[config.mk]
export PLATFORM = sky130hd
export DESIGN_NAME = ambient_mix_with_key_click_unit
export DESIGN_NICKNAME = d
export VERILOG_FILES = /design/src/rtl/amck_pkg.sv /design/src/rtl/ambient_mix_with_key_click_unit.sv /design/src/rtl/amck_serial_md.sv
export SDC_FILE = /design/constraint.sdc
export NUM_CORES = 1
export LEC_CHECK = 0
export ABC_AREA = 1
export BUFFER_PORTS_ARGS = -buffer_cell sky130_fd_sc_hd__buf_4
export CAP_MARGIN = 20
export CELL_PAD_IN_SITES_DETAIL_PLACEMENT = 1
export CELL_PAD_IN_SITES_GLOBAL_PLACEMENT = 2
export CORE_ASPECT_RATIO = 1.25
export CORE_MARGIN = 3
export CORE_UTILIZATION = 38
export DETAILED_ROUTE_END_ITERATION = 16
export PLACE_DENSITY_LB_ADDON = 0.1
export SKIP_LAST_GASP = 1
export SYNTH_ARGS = -nofsm -noshare
export SYNTH_HDL_FRONTEND = slang
export SYNTH_SLANG_ARGS = --single-unit
[constraint.sdc]
create_clock -name aclk -period 5.63 [get_ports aclk]
set_input_delay 0.2815 -clock aclk [delete_from_list [all_inputs] [get_ports aclk]]
set_output_delay 0.2815 -clock aclk [all_outputs]
set_load 0.005 [all_outputs]
[src/rtl/amck_pkg.sv]
`default_nettype none

package amck_pkg;

    // Field and register widths
    localparam int SAMPLE_W    = 16;
    localparam int VOL_W       = 7;
    localparam int FRAME_W     = 8;
    localparam int CFG_INDEX_W = 8;
    localparam int CFG_DATA_W  = 8;

    // Gain register limits
    localparam int VOL_MAX   = 100;
    localparam int VOL_RESET = 100;

    // Click length default
    localparam int CLICK_FRAMES_DEF = 180;

    // Divisors of the two arithmetic lanes
    localparam int AMB_DIV   = 100;
    localparam int NOISE_DIV = 30;

    // Pseudo-noise phase: (f * NOISE_MUL) mod NOISE_MOD, centered by NOISE_OFS
    localparam int NOISE_MUL  = 37;
    localparam int NOISE_MOD  = 23;
    localparam int NOISE_OFS  = 11;
    localparam int PH_W       = 6;
    localparam int NOISE_STEP = NOISE_MUL % NOISE_MOD;

    // Click weight: env/2 * K / NOISE_DIV gives the click magnitude
    localparam int K_W    = 6;
    localparam int SLOW_K = 2 * NOISE_DIV;
    localparam int FAST_K = NOISE_DIV;

    // Register indexes
    localparam logic [CFG_INDEX_W-1:0] REG_VOLUME    = CFG_INDEX_W'(0);
    localparam logic [CFG_INDEX_W-1:0] REG_KEY_SOUND = CFG_INDEX_W'(1);

    // Click types
    typedef enum logic [1:0] {
        KS_OFF   = 2'd0,
        KS_NOISE = 2'd1,
        KS_SLOW  = 2'd2,
        KS_FAST  = 2'd3
    } key_sound_t;

endpackage

`default_nettype wire

[src/rtl/ambient_mix_with_key_click_unit.sv]
`default_nettype none

// Ambient mixer with key click. Each input transfer carries one mono ambient
// sample plus flags; the block scales the ambient by volume/100, adds the
// active click (pseudo-noise, slow square or fast square, fading linearly
// over CLICK_FRAMES frames), saturates to 16 bits and sends one result
// transfer, or none when ambience is off and no click is running. A frame
// that yields a result is accepted, then runs in the bit-serial lanes
// (7 multiply steps over the volume bits, then 23 divide steps for
// the ambient product / 100, which is the longer lane), then loads the
// output register. A frame without result does not start the lanes. The next frame
// is accepted while a result still waits in the output register.
// Configuration writes (0: volume, low 7 bits clamped to 100; 1: key sound) are always
// taken; write them only while the block is idle.
module ambient_mix_with_key_click_unit #(
    parameter int CLICK_FRAMES = amck_pkg::CLICK_FRAMES_DEF
) (
    input  wire logic                                  aclk,
    input  wire logic                                  aresetn,
    // Input stream
    input  wire logic                                  s_tvalid,
    output logic                                       s_tready,
    input  wire logic [amck_pkg::SAMPLE_W-1:0]         s_tdata,  // [15:0] ambient_sample
    input  wire logic [1:0]                            s_tuser,  // [0] ambient_valid, [1] key_trigger
    // Result stream
    output logic                                       m_tvalid,
    input  wire logic                                  m_tready,
    output logic [amck_pkg::SAMPLE_W-1:0]              m_tdata,  // [15:0] mixed_sample
    output logic                                       m_tuser,  // [0] clipped
    // Configuration writes
    input  wire logic                                  cfg_valid,
    output logic                                       cfg_ready,
    input  wire logic [amck_pkg::CFG_INDEX_W-1:0]      cfg_index,
    input  wire logic [amck_pkg::CFG_DATA_W-1:0]       cfg_data
);

    import amck_pkg::*;

    localparam int AW_A = SAMPLE_W;
    localparam int AW_B = FRAME_W + K_W;
    localparam int QW   = SAMPLE_W + 1;
    localparam int SW   = SAMPLE_W + 3;

    typedef enum logic [2:0] {
        ST_IDLE = 3'b001,
        ST_CALC = 3'b010,
        ST_WAIT = 3'b100
    } state_t;

    state_t                state_reg, state_next;
    logic [VOL_W-1:0]      volume_reg, volume_next;
    key_sound_t            key_sound_reg, key_sound_next;
    logic [FRAME_W-1:0]    click_frame_reg, click_frame_next;
    logic [PH_W-1:0]       phase_reg, phase_next;
    logic                  amb_neg_reg, amb_neg_next;
    logic                  clk_neg_reg, clk_neg_next;
    logic                  m_tvalid_reg, m_tvalid_next;
    logic [SAMPLE_W-1:0]   mixed_reg, mixed_next;
    logic                  clip_reg, clip_next;

    logic                  in_xfer;
    logic                  trig_go;
    logic [FRAME_W-1:0]    f_eff;
    logic [PH_W-1:0]       p_eff;
    logic                  has_res;
    logic [AW_A-1:0]       amb_mag;
    logic                  amb_neg;
    logic [FRAME_W-1:0]    frames_left;
    logic [PH_W-1:0]       ph_mag;
    logic [K_W-1:0]        click_k;
    logic                  clk_neg;
    logic [AW_B-1:0]       click_a;
    logic [FRAME_W:0]      f_inc;
    logic [PH_W-1:0]       p_inc;
    logic [VOL_W-1:0]      vol_wr;

    logic                  lane_start;
    logic                  a_idle, b_idle;
    logic [AW_A+VOL_W-1:0] a_q;
    logic [AW_B+VOL_W-1:0] b_q;
    logic                  slot_free;
    logic                  out_load;
    logic signed [SW-1:0]  amb_s, clk_s, sum_s;

    assign s_tready  = (state_reg == ST_IDLE);
    assign cfg_ready = 1'b1;
    assign in_xfer   = s_tvalid && s_tready;

    // Trigger handling ahead of the mix
    assign trig_go = s_tuser[1] && (key_sound_reg != KS_OFF);
    assign f_eff   = trig_go ? FRAME_W'(1) : click_frame_reg;
    assign p_eff   = trig_go ? PH_W'(NOISE_STEP) : phase_reg;
    assign has_res = s_tuser[0] || (f_eff != '0);

    // Ambient magnitude and sign
    assign amb_neg = s_tuser[0] && s_tdata[SAMPLE_W-1];
    always_comb begin
        if (!s_tuser[0]) begin
            amb_mag = '0;
        end else if (s_tdata[SAMPLE_W-1]) begin
            amb_mag = ~s_tdata + AW_A'(1);
        end else begin
            amb_mag = s_tdata;
        end
    end

    // Click operand: (frames left) * weight, sign per click type
    assign frames_left = FRAME_W'(CLICK_FRAMES) - f_eff;
    assign ph_mag = (p_eff >= PH_W'(NOISE_OFS)) ? (p_eff - PH_W'(NOISE_OFS))
                                                 : (PH_W'(NOISE_OFS) - p_eff);
    always_comb begin
        click_k = '0;
        clk_neg = 1'b0;
        case (key_sound_reg)
            KS_NOISE: begin
                click_k = K_W'({ph_mag, 1'b0});
                clk_neg = (p_eff < PH_W'(NOISE_OFS));
            end
            KS_SLOW: begin
                click_k = K_W'(SLOW_K);
                clk_neg = f_eff[2];
            end
            KS_FAST: begin
                click_k = K_W'(FAST_K);
                clk_neg = f_eff[1];
            end
            default: begin
                click_k = '0;
                clk_neg = 1'b0;
            end
        endcase
        if (f_eff == '0) begin
            click_k = '0;
        end
    end
    assign click_a = AW_B'(frames_left) * AW_B'(click_k);

    // Frame counter and noise phase advance
    assign f_inc = {1'b0, f_eff} + (FRAME_W+1)'(1);
    always_comb begin
        p_inc = p_eff + PH_W'(NOISE_STEP);
        if (p_inc >= PH_W'(NOISE_MOD)) begin
            p_inc = p_inc - PH_W'(NOISE_MOD);
        end
    end

    // Configuration
    assign vol_wr = (cfg_data[VOL_W-1:0] > VOL_W'(VOL_MAX)) ? VOL_W'(VOL_MAX)
                                                             : cfg_data[VOL_W-1:0];

    assign lane_start = in_xfer && has_res;

    amck_serial_md #(
        .AW  (AW_A),
        .BW  (VOL_W),
        .DIV (AMB_DIV)
    ) u_amb_lane (
        .aclk    (aclk),
        .aresetn (aresetn),
        .start   (lane_start),
        .a_in    (amb_mag),
        .b_in    (volume_reg),
        .idle    (a_idle),
        .q       (a_q)
    );

    amck_serial_md #(
        .AW  (AW_B),
        .BW  (VOL_W),
        .DIV (NOISE_DIV)
    ) u_click_lane (
        .aclk    (aclk),
        .aresetn (aresetn),
        .start   (lane_start),
        .a_in    (click_a),
        .b_in    (volume_reg),
        .idle    (b_idle),
        .q       (b_q)
    );

    // Signed mix and saturation
    assign amb_s = amb_neg_reg ? -SW'(a_q[QW-1:0]) : SW'(a_q[QW-1:0]);
    assign clk_s = clk_neg_reg ? -SW'(b_q[QW-1:0]) : SW'(b_q[QW-1:0]);
    assign sum_s = amb_s + clk_s;

    assign slot_free = !m_tvalid_reg || m_tready;
    assign out_load  = ((state_reg == ST_CALC) || (state_reg == ST_WAIT))
                       && a_idle && b_idle && slot_free;

    always_comb begin
        state_next       = state_reg;
        volume_next      = volume_reg;
        key_sound_next   = key_sound_reg;
        click_frame_next = click_frame_reg;
        phase_next       = phase_reg;
        amb_neg_next     = amb_neg_reg;
        clk_neg_next     = clk_neg_reg;
        m_tvalid_next    = m_tvalid_reg;
        mixed_next       = mixed_reg;
        clip_next        = clip_reg;

        // Register writes
        if (cfg_valid && cfg_ready) begin
            if (cfg_index == REG_VOLUME) begin
                volume_next = vol_wr;
            end else if (cfg_index == REG_KEY_SOUND) begin
                key_sound_next = key_sound_t'(cfg_data[1:0]);
            end
        end

        // Frame accept: update click state, latch signs
        if (in_xfer) begin
            phase_next   = p_inc;
            amb_neg_next = amb_neg;
            clk_neg_next = clk_neg;
            if (f_eff == '0) begin
                click_frame_next = '0;
            end else if (f_inc >= (FRAME_W+1)'(CLICK_FRAMES)) begin
                click_frame_next = '0;
            end else begin
                click_frame_next = f_inc[FRAME_W-1:0];
            end
        end

        // Output register
        if (m_tvalid_reg && m_tready) begin
            m_tvalid_next = 1'b0;
        end
        if (out_load) begin
            m_tvalid_next = 1'b1;
            if (sum_s > SW'(signed'(32767))) begin
                mixed_next = 16'sh7FFF;
                clip_next  = 1'b1;
            end else if (sum_s < -SW'(signed'(32768))) begin
                mixed_next = 16'sh8000;
                clip_next  = 1'b1;
            end else begin
                mixed_next = sum_s[SAMPLE_W-1:0];
                clip_next  = 1'b0;
            end
        end

        // Sequencer
        case (state_reg)
            ST_IDLE: begin
                if (lane_start) begin
                    state_next = ST_CALC;
                end
            end
            ST_CALC: begin
                if (a_idle && b_idle) begin
                    state_next = slot_free ? ST_IDLE : ST_WAIT;
                end
            end
            ST_WAIT: begin
                if (slot_free) begin
                    state_next = ST_IDLE;
                end
            end
            default: begin
                state_next = ST_IDLE;
            end
        endcase
    end

    always_ff @(posedge aclk) begin
        if (!aresetn) begin
            state_reg       <= ST_IDLE;
            volume_reg      <= VOL_W'(VOL_RESET);
            key_sound_reg   <= KS_OFF;
            click_frame_reg <= '0;
            phase_reg       <= '0;
            m_tvalid_reg    <= 1'b0;
        end else begin
            state_reg       <= state_next;
            volume_reg      <= volume_next;
            key_sound_reg   <= key_sound_next;
            click_frame_reg <= click_frame_next;
            phase_reg       <= phase_next;
            m_tvalid_reg    <= m_tvalid_next;
        end
    end

    always_ff @(posedge aclk) begin
        amb_neg_reg <= amb_neg_next;
        clk_neg_reg <= clk_neg_next;
        mixed_reg   <= mixed_next;
        clip_reg    <= clip_next;
    end

    assign m_tvalid = m_tvalid_reg;
    assign m_tdata  = mixed_reg;
    assign m_tuser  = clip_reg;

`ifndef SYNTHESIS
    // Lanes are never busy while a new frame can be accepted
    a_lanes_idle: assert property (@(posedge aclk) disable iff (!aresetn)
        (state_reg == ST_IDLE) |-> (a_idle && b_idle))
        else $error("lane busy in idle state");

    // Click frame stays inside the click length
    a_frame_range: assert property (@(posedge aclk) disable iff (!aresetn)
        click_frame_reg < FRAME_W'(CLICK_FRAMES))
        else $error("click frame out of range");

    // Noise phase stays a residue
    a_phase_range: assert property (@(posedge aclk) disable iff (!aresetn)
        phase_reg < PH_W'(NOISE_MOD))
        else $error("noise phase out of range");

    // Holding a finished mix only while the output register is full
    a_wait_full: assert property (@(posedge aclk) disable iff (!aresetn)
        (state_reg == ST_WAIT) |-> m_tvalid_reg)
        else $error("waiting with empty output register");
`endif

endmodule

`default_nettype wire

[src/rtl/amck_serial_md.sv]
`default_nettype none

// Unsigned (a * b) / DIV, truncated. Shift-add multiply one bit of b per
// cycle, then restoring divide one quotient bit per cycle.
module amck_serial_md #(
    parameter int AW  = 16,
    parameter int BW  = 7,
    parameter int DIV = 100
) (
    input  wire logic              aclk,
    input  wire logic              aresetn,
    input  wire logic              start,
    input  wire logic [AW-1:0]     a_in,
    input  wire logic [BW-1:0]     b_in,
    output logic                   idle,
    output logic [AW+BW-1:0]       q
);

    localparam int PW = AW + BW;
    localparam int RW = $clog2(DIV) + 1;
    localparam int CW = $clog2(PW + 1);

    typedef enum logic [2:0] {
        L_IDLE = 3'b001,
        L_MUL  = 3'b010,
        L_DIV  = 3'b100
    } lane_state_t;

    lane_state_t    state_reg, state_next;
    logic [PW-1:0]  mcand_reg, mcand_next;
    logic [BW-1:0]  mplier_reg, mplier_next;
    logic [PW-1:0]  acc_reg, acc_next;
    logic [RW-2:0]  rem_reg, rem_next;
    logic [CW-1:0]  cnt_reg, cnt_next;

    logic [RW-1:0]  rem_shift;
    logic [RW-1:0]  rem_sub;
    logic           rem_ge;

    // One restoring divide step
    assign rem_shift = {rem_reg, acc_reg[PW-1]};
    assign rem_ge    = (rem_shift >= RW'(DIV));
    assign rem_sub   = rem_shift - RW'(DIV);

    // Sequencer and datapath next values
    always_comb begin
        state_next  = state_reg;
        mcand_next  = mcand_reg;
        mplier_next = mplier_reg;
        acc_next    = acc_reg;
        rem_next    = rem_reg;
        cnt_next    = cnt_reg;
        case (state_reg)
            L_IDLE: begin
                if (start) begin
                    mcand_next  = PW'(a_in);
                    mplier_next = b_in;
                    acc_next    = '0;
                    rem_next    = '0;
                    cnt_next    = '0;
                    state_next  = L_MUL;
                end
            end
            L_MUL: begin
                if (mplier_reg[0]) begin
                    acc_next = acc_reg + mcand_reg;
                end
                mcand_next  = {mcand_reg[PW-2:0], 1'b0};
                mplier_next = {1'b0, mplier_reg[BW-1:1]};
                if (cnt_reg == CW'(BW - 1)) begin
                    cnt_next   = '0;
                    state_next = L_DIV;
                end else begin
                    cnt_next = cnt_reg + CW'(1);
                end
            end
            L_DIV: begin
                rem_next = rem_ge ? rem_sub[RW-2:0] : rem_shift[RW-2:0];
                acc_next = {acc_reg[PW-2:0], rem_ge};
                if (cnt_reg == CW'(PW - 1)) begin
                    cnt_next   = '0;
                    state_next = L_IDLE;
                end else begin
                    cnt_next = cnt_reg + CW'(1);
                end
            end
            default: begin
                state_next = L_IDLE;
            end
        endcase
    end

    always_ff @(posedge aclk) begin
        if (!aresetn) begin
            state_reg <= L_IDLE;
        end else begin
            state_reg <= state_next;
        end
    end

    always_ff @(posedge aclk) begin
        mcand_reg  <= mcand_next;
        mplier_reg <= mplier_next;
        acc_reg    <= acc_next;
        rem_reg    <= rem_next;
        cnt_reg    <= cnt_next;
    end

    assign idle = (state_reg == L_IDLE);
    assign q    = acc_reg;

endmodule

`default_nettype wire
==> metrics <==
status=completed; Post-synth ARST share=0%; max_cap viols=0; maximum VDD drop=0.2261 mV; first-pass GRT wire length=64.45 mm; number of synthesized register bits=175; final cycle utilization of the critical path=93.10%; CP Capture Type=register; Synth Warn #=0; Final min period=5.242 ns; Primary FF master, synth=edfxtp_1; Max Slew Vio Count=0; fin area=15330 µm²; grt ovf=0; die width=175.8 µm; CP Launch Type=register; final setup fails=0; syn avg cell area=7.583 µm²; skew final=0.01447 ns; register clock-pin slew on the reported worst setup and hold paths=0.08 ns; Root Buffer=clkbuf_16; Rel. slew slack=32.50%; vias per cell=5.138; Post-DP Area=14670 µm²; row cnt=77; Num CTS Buffers=17; drt initial violations=463; die footprint=38370 µm²; Mapped Area=13700 µm²; aggregate global-route resource usage=20.94%; WP data required=5.84 ns; vias in the first global route=12910; CP Max Fanout=8; H-tree Lvls=4; Hold Vio Cnt, Final=0; Via Count=12100; Post CTS Setup Buffer Count=0; syn nets=1968; Static Leak=6.982 nW; I/O pin count=59; Pwr Density=377.3 nW/µm²; wire length per cell=16.60 µm; Hold Crit Class=input port to register; Core ar.=35450 µm²; GP Congestion=0.8648; final core utilization=43.24%; Achievable Freq=190.8 MHz; largest net degree at the start of global routing=38; Residual DRC=0; CTS tree=yes; initial antenna violation count=1; setup total negative slack=0 ns; antenna-violating nets left=0; Layout area overhead=11.93%; Least-Margin Pin Slew=1.010 ns; Detailed Place HPWL=31.49 mm; drt pass-1 iters=5; antenna cells=0; Post-synth EDFFs=142; CTS max path bufs=2; total power=0.005785 W; nets=2029; worst-skew pair later-pin latency=0.46 ns; port bufs=56; Mapped Cells=1806; layout cells sized above 1=8.032%; DRT Wirelength=39.08 mm; Synth cell types=57; Critical Path AT=5.46 ns; Num Clock Sinks=175; sequential area share after synthesis=35.96%; RSZ-0062 raised after global routing=no; Die Y-Extent=218.3 µm; Initial Util=38.63%; CP Class=register to register
==> synth_stat cells, types with 7 or more instances <==
library cell  number  area share [%]
nand2_2            9            0.41
dfxtp_1           33             4.8
inv_1            233             6.4
a21oi_1          138             5.0
inv_2              8            0.22
xnor2_1           12            0.77
nor3_1            27            0.99
nand3_1           88             3.2
nand4_1           25             1.1
or2_2              8            0.37
xor2_1            59             3.8
clkbuf_1          22            0.60
o21bai_1           7            0.38
o21ai_0          131             4.8
ha_1             101             9.2
nor2_1           183             5.0
a31oi_1            9            0.41
edfxtp_1         142              31
o211ai_1           8            0.44
nand2_1          447              12
o22ai_1           12            0.55
fa_1              22             3.2
==> layout make-up <==
| cell class | instances | area, µm² |
|---|---|---|
| fill | 4479 | 20120 |
| multi-input combinational | 1360 | 7737 |
| sequential | 175 | 4926 |
| inverter | 243 | 912.1 |
| tap | 474 | 593.1 |
| timing repair buffer | 70 | 573.1 |
| clock buffer | 19 | 442.9 |
| clock inverter | 13 | 145.1 |
==> per-layer routing <==
metal  track usage, %  part of all wire [%]  up-vias
met3            2.954                   1.9       45
met5                0                 0.033        -
li1                 -                     -     6164
met4            6.258                   2.1        2
met1            23.96                    43     5784
met2            40.01                    53      101
==> cells by family after synthesis <==
group,synth area share (%)
other,0.02738
buffers and inverters,7.674
AOI/OAI and AO/OA,14.09
adders and majority gates,12.44
xor gates and xnor gates,4.540
DFF,35.96
and+or+nand+nor,25.27
==> power breakdown <==
group	internal [W]	switching (W)	total (W)
clock network	0.000641	0.000588	0.00123
logic	0.000908	0.00174	0.00265
registers	0.00171	0.000190	0.00190
==> worst paths after layout <==
kind                       from                         end  slack [ns]  cells past startpoint
min                 cfg_data[5]               volume_reg[5]        0.05                      3
min reg2reg  click_frame_reg[7]          click_frame_reg[7]        0.50                      2
max            key_sound_reg[0]  u_click_lane.mcand_reg[13]        0.39                     23
max reg2reg    key_sound_reg[0]  u_click_lane.mcand_reg[13]        0.39                     23
==> repair_timing <==
item                       in CTS  in global routing
setup endpoints to repair       0                  2
resized for setup               0                  2
hold buffers                    0                  0
==> layout by cell type, fill, tap and decap left out, types with 9 or more instances in the layout <==
master	synthesis	routed
nor2_1	183	182
nor3_1	27	27
clkbuf_16	0	17
a31oi_1	9	9
nand2_1	447	446
nand4_1	25	25
dfxtp_1	33	32
buf_4	2	67
nand2_2	9	10
xor2_1	59	59
fa_1	22	22
o22ai_1	12	12
edfxtp_1	142	142
a21oi_1	138	138
o21ai_0	131	131
ha_1	101	101
nand3_1	88	88
inv_1	233	233
xnor2_1	12	12
==> metrics by stage <==
| step | instances | worst slack [ns] | hold WS, ns |
|---|---|---|---|
| 2_1_floorplan | 1806 | 0.6796 | 0.3947 |
| 3_5_place_dp | 2319 | 0.2567 | 0.4853 |
| 5_1_grt | 2354 | 0.02949 | 0.05483 |
| 4_1_cts | 2351 | 0.2221 | 0.03308 |
| 6_report | 2354 | 0.3885 | 0.05074 |
| 3_3_place_gp | 2319 | 0.4273 | 0.4733 |
==> worst max-delay path, cell delays in order (launching register included) <==
cell and delay [ns]:
dfxtp_2 0.36, o21ai_2 0.20, nand2_1 0.14, ha_1 0.25, o21ai_2 0.19, nand3_2 0.14
nand2_1 0.08, o21ai_1 0.06, o21ai_1 0.24, nand2_2 0.17, nor2_1 0.15, fa_1 0.47
fa_1 0.55, inv_1 0.05, fa_1 0.52, inv_1 0.04, ha_1 0.33, inv_1 0.10
o21ai_0 0.10, o21ai_0 0.21, o2111ai_1 0.18, or2_2 0.31, nand3_1 0.07, nand2_1 0.06
(Power assumes the default switching activity.)
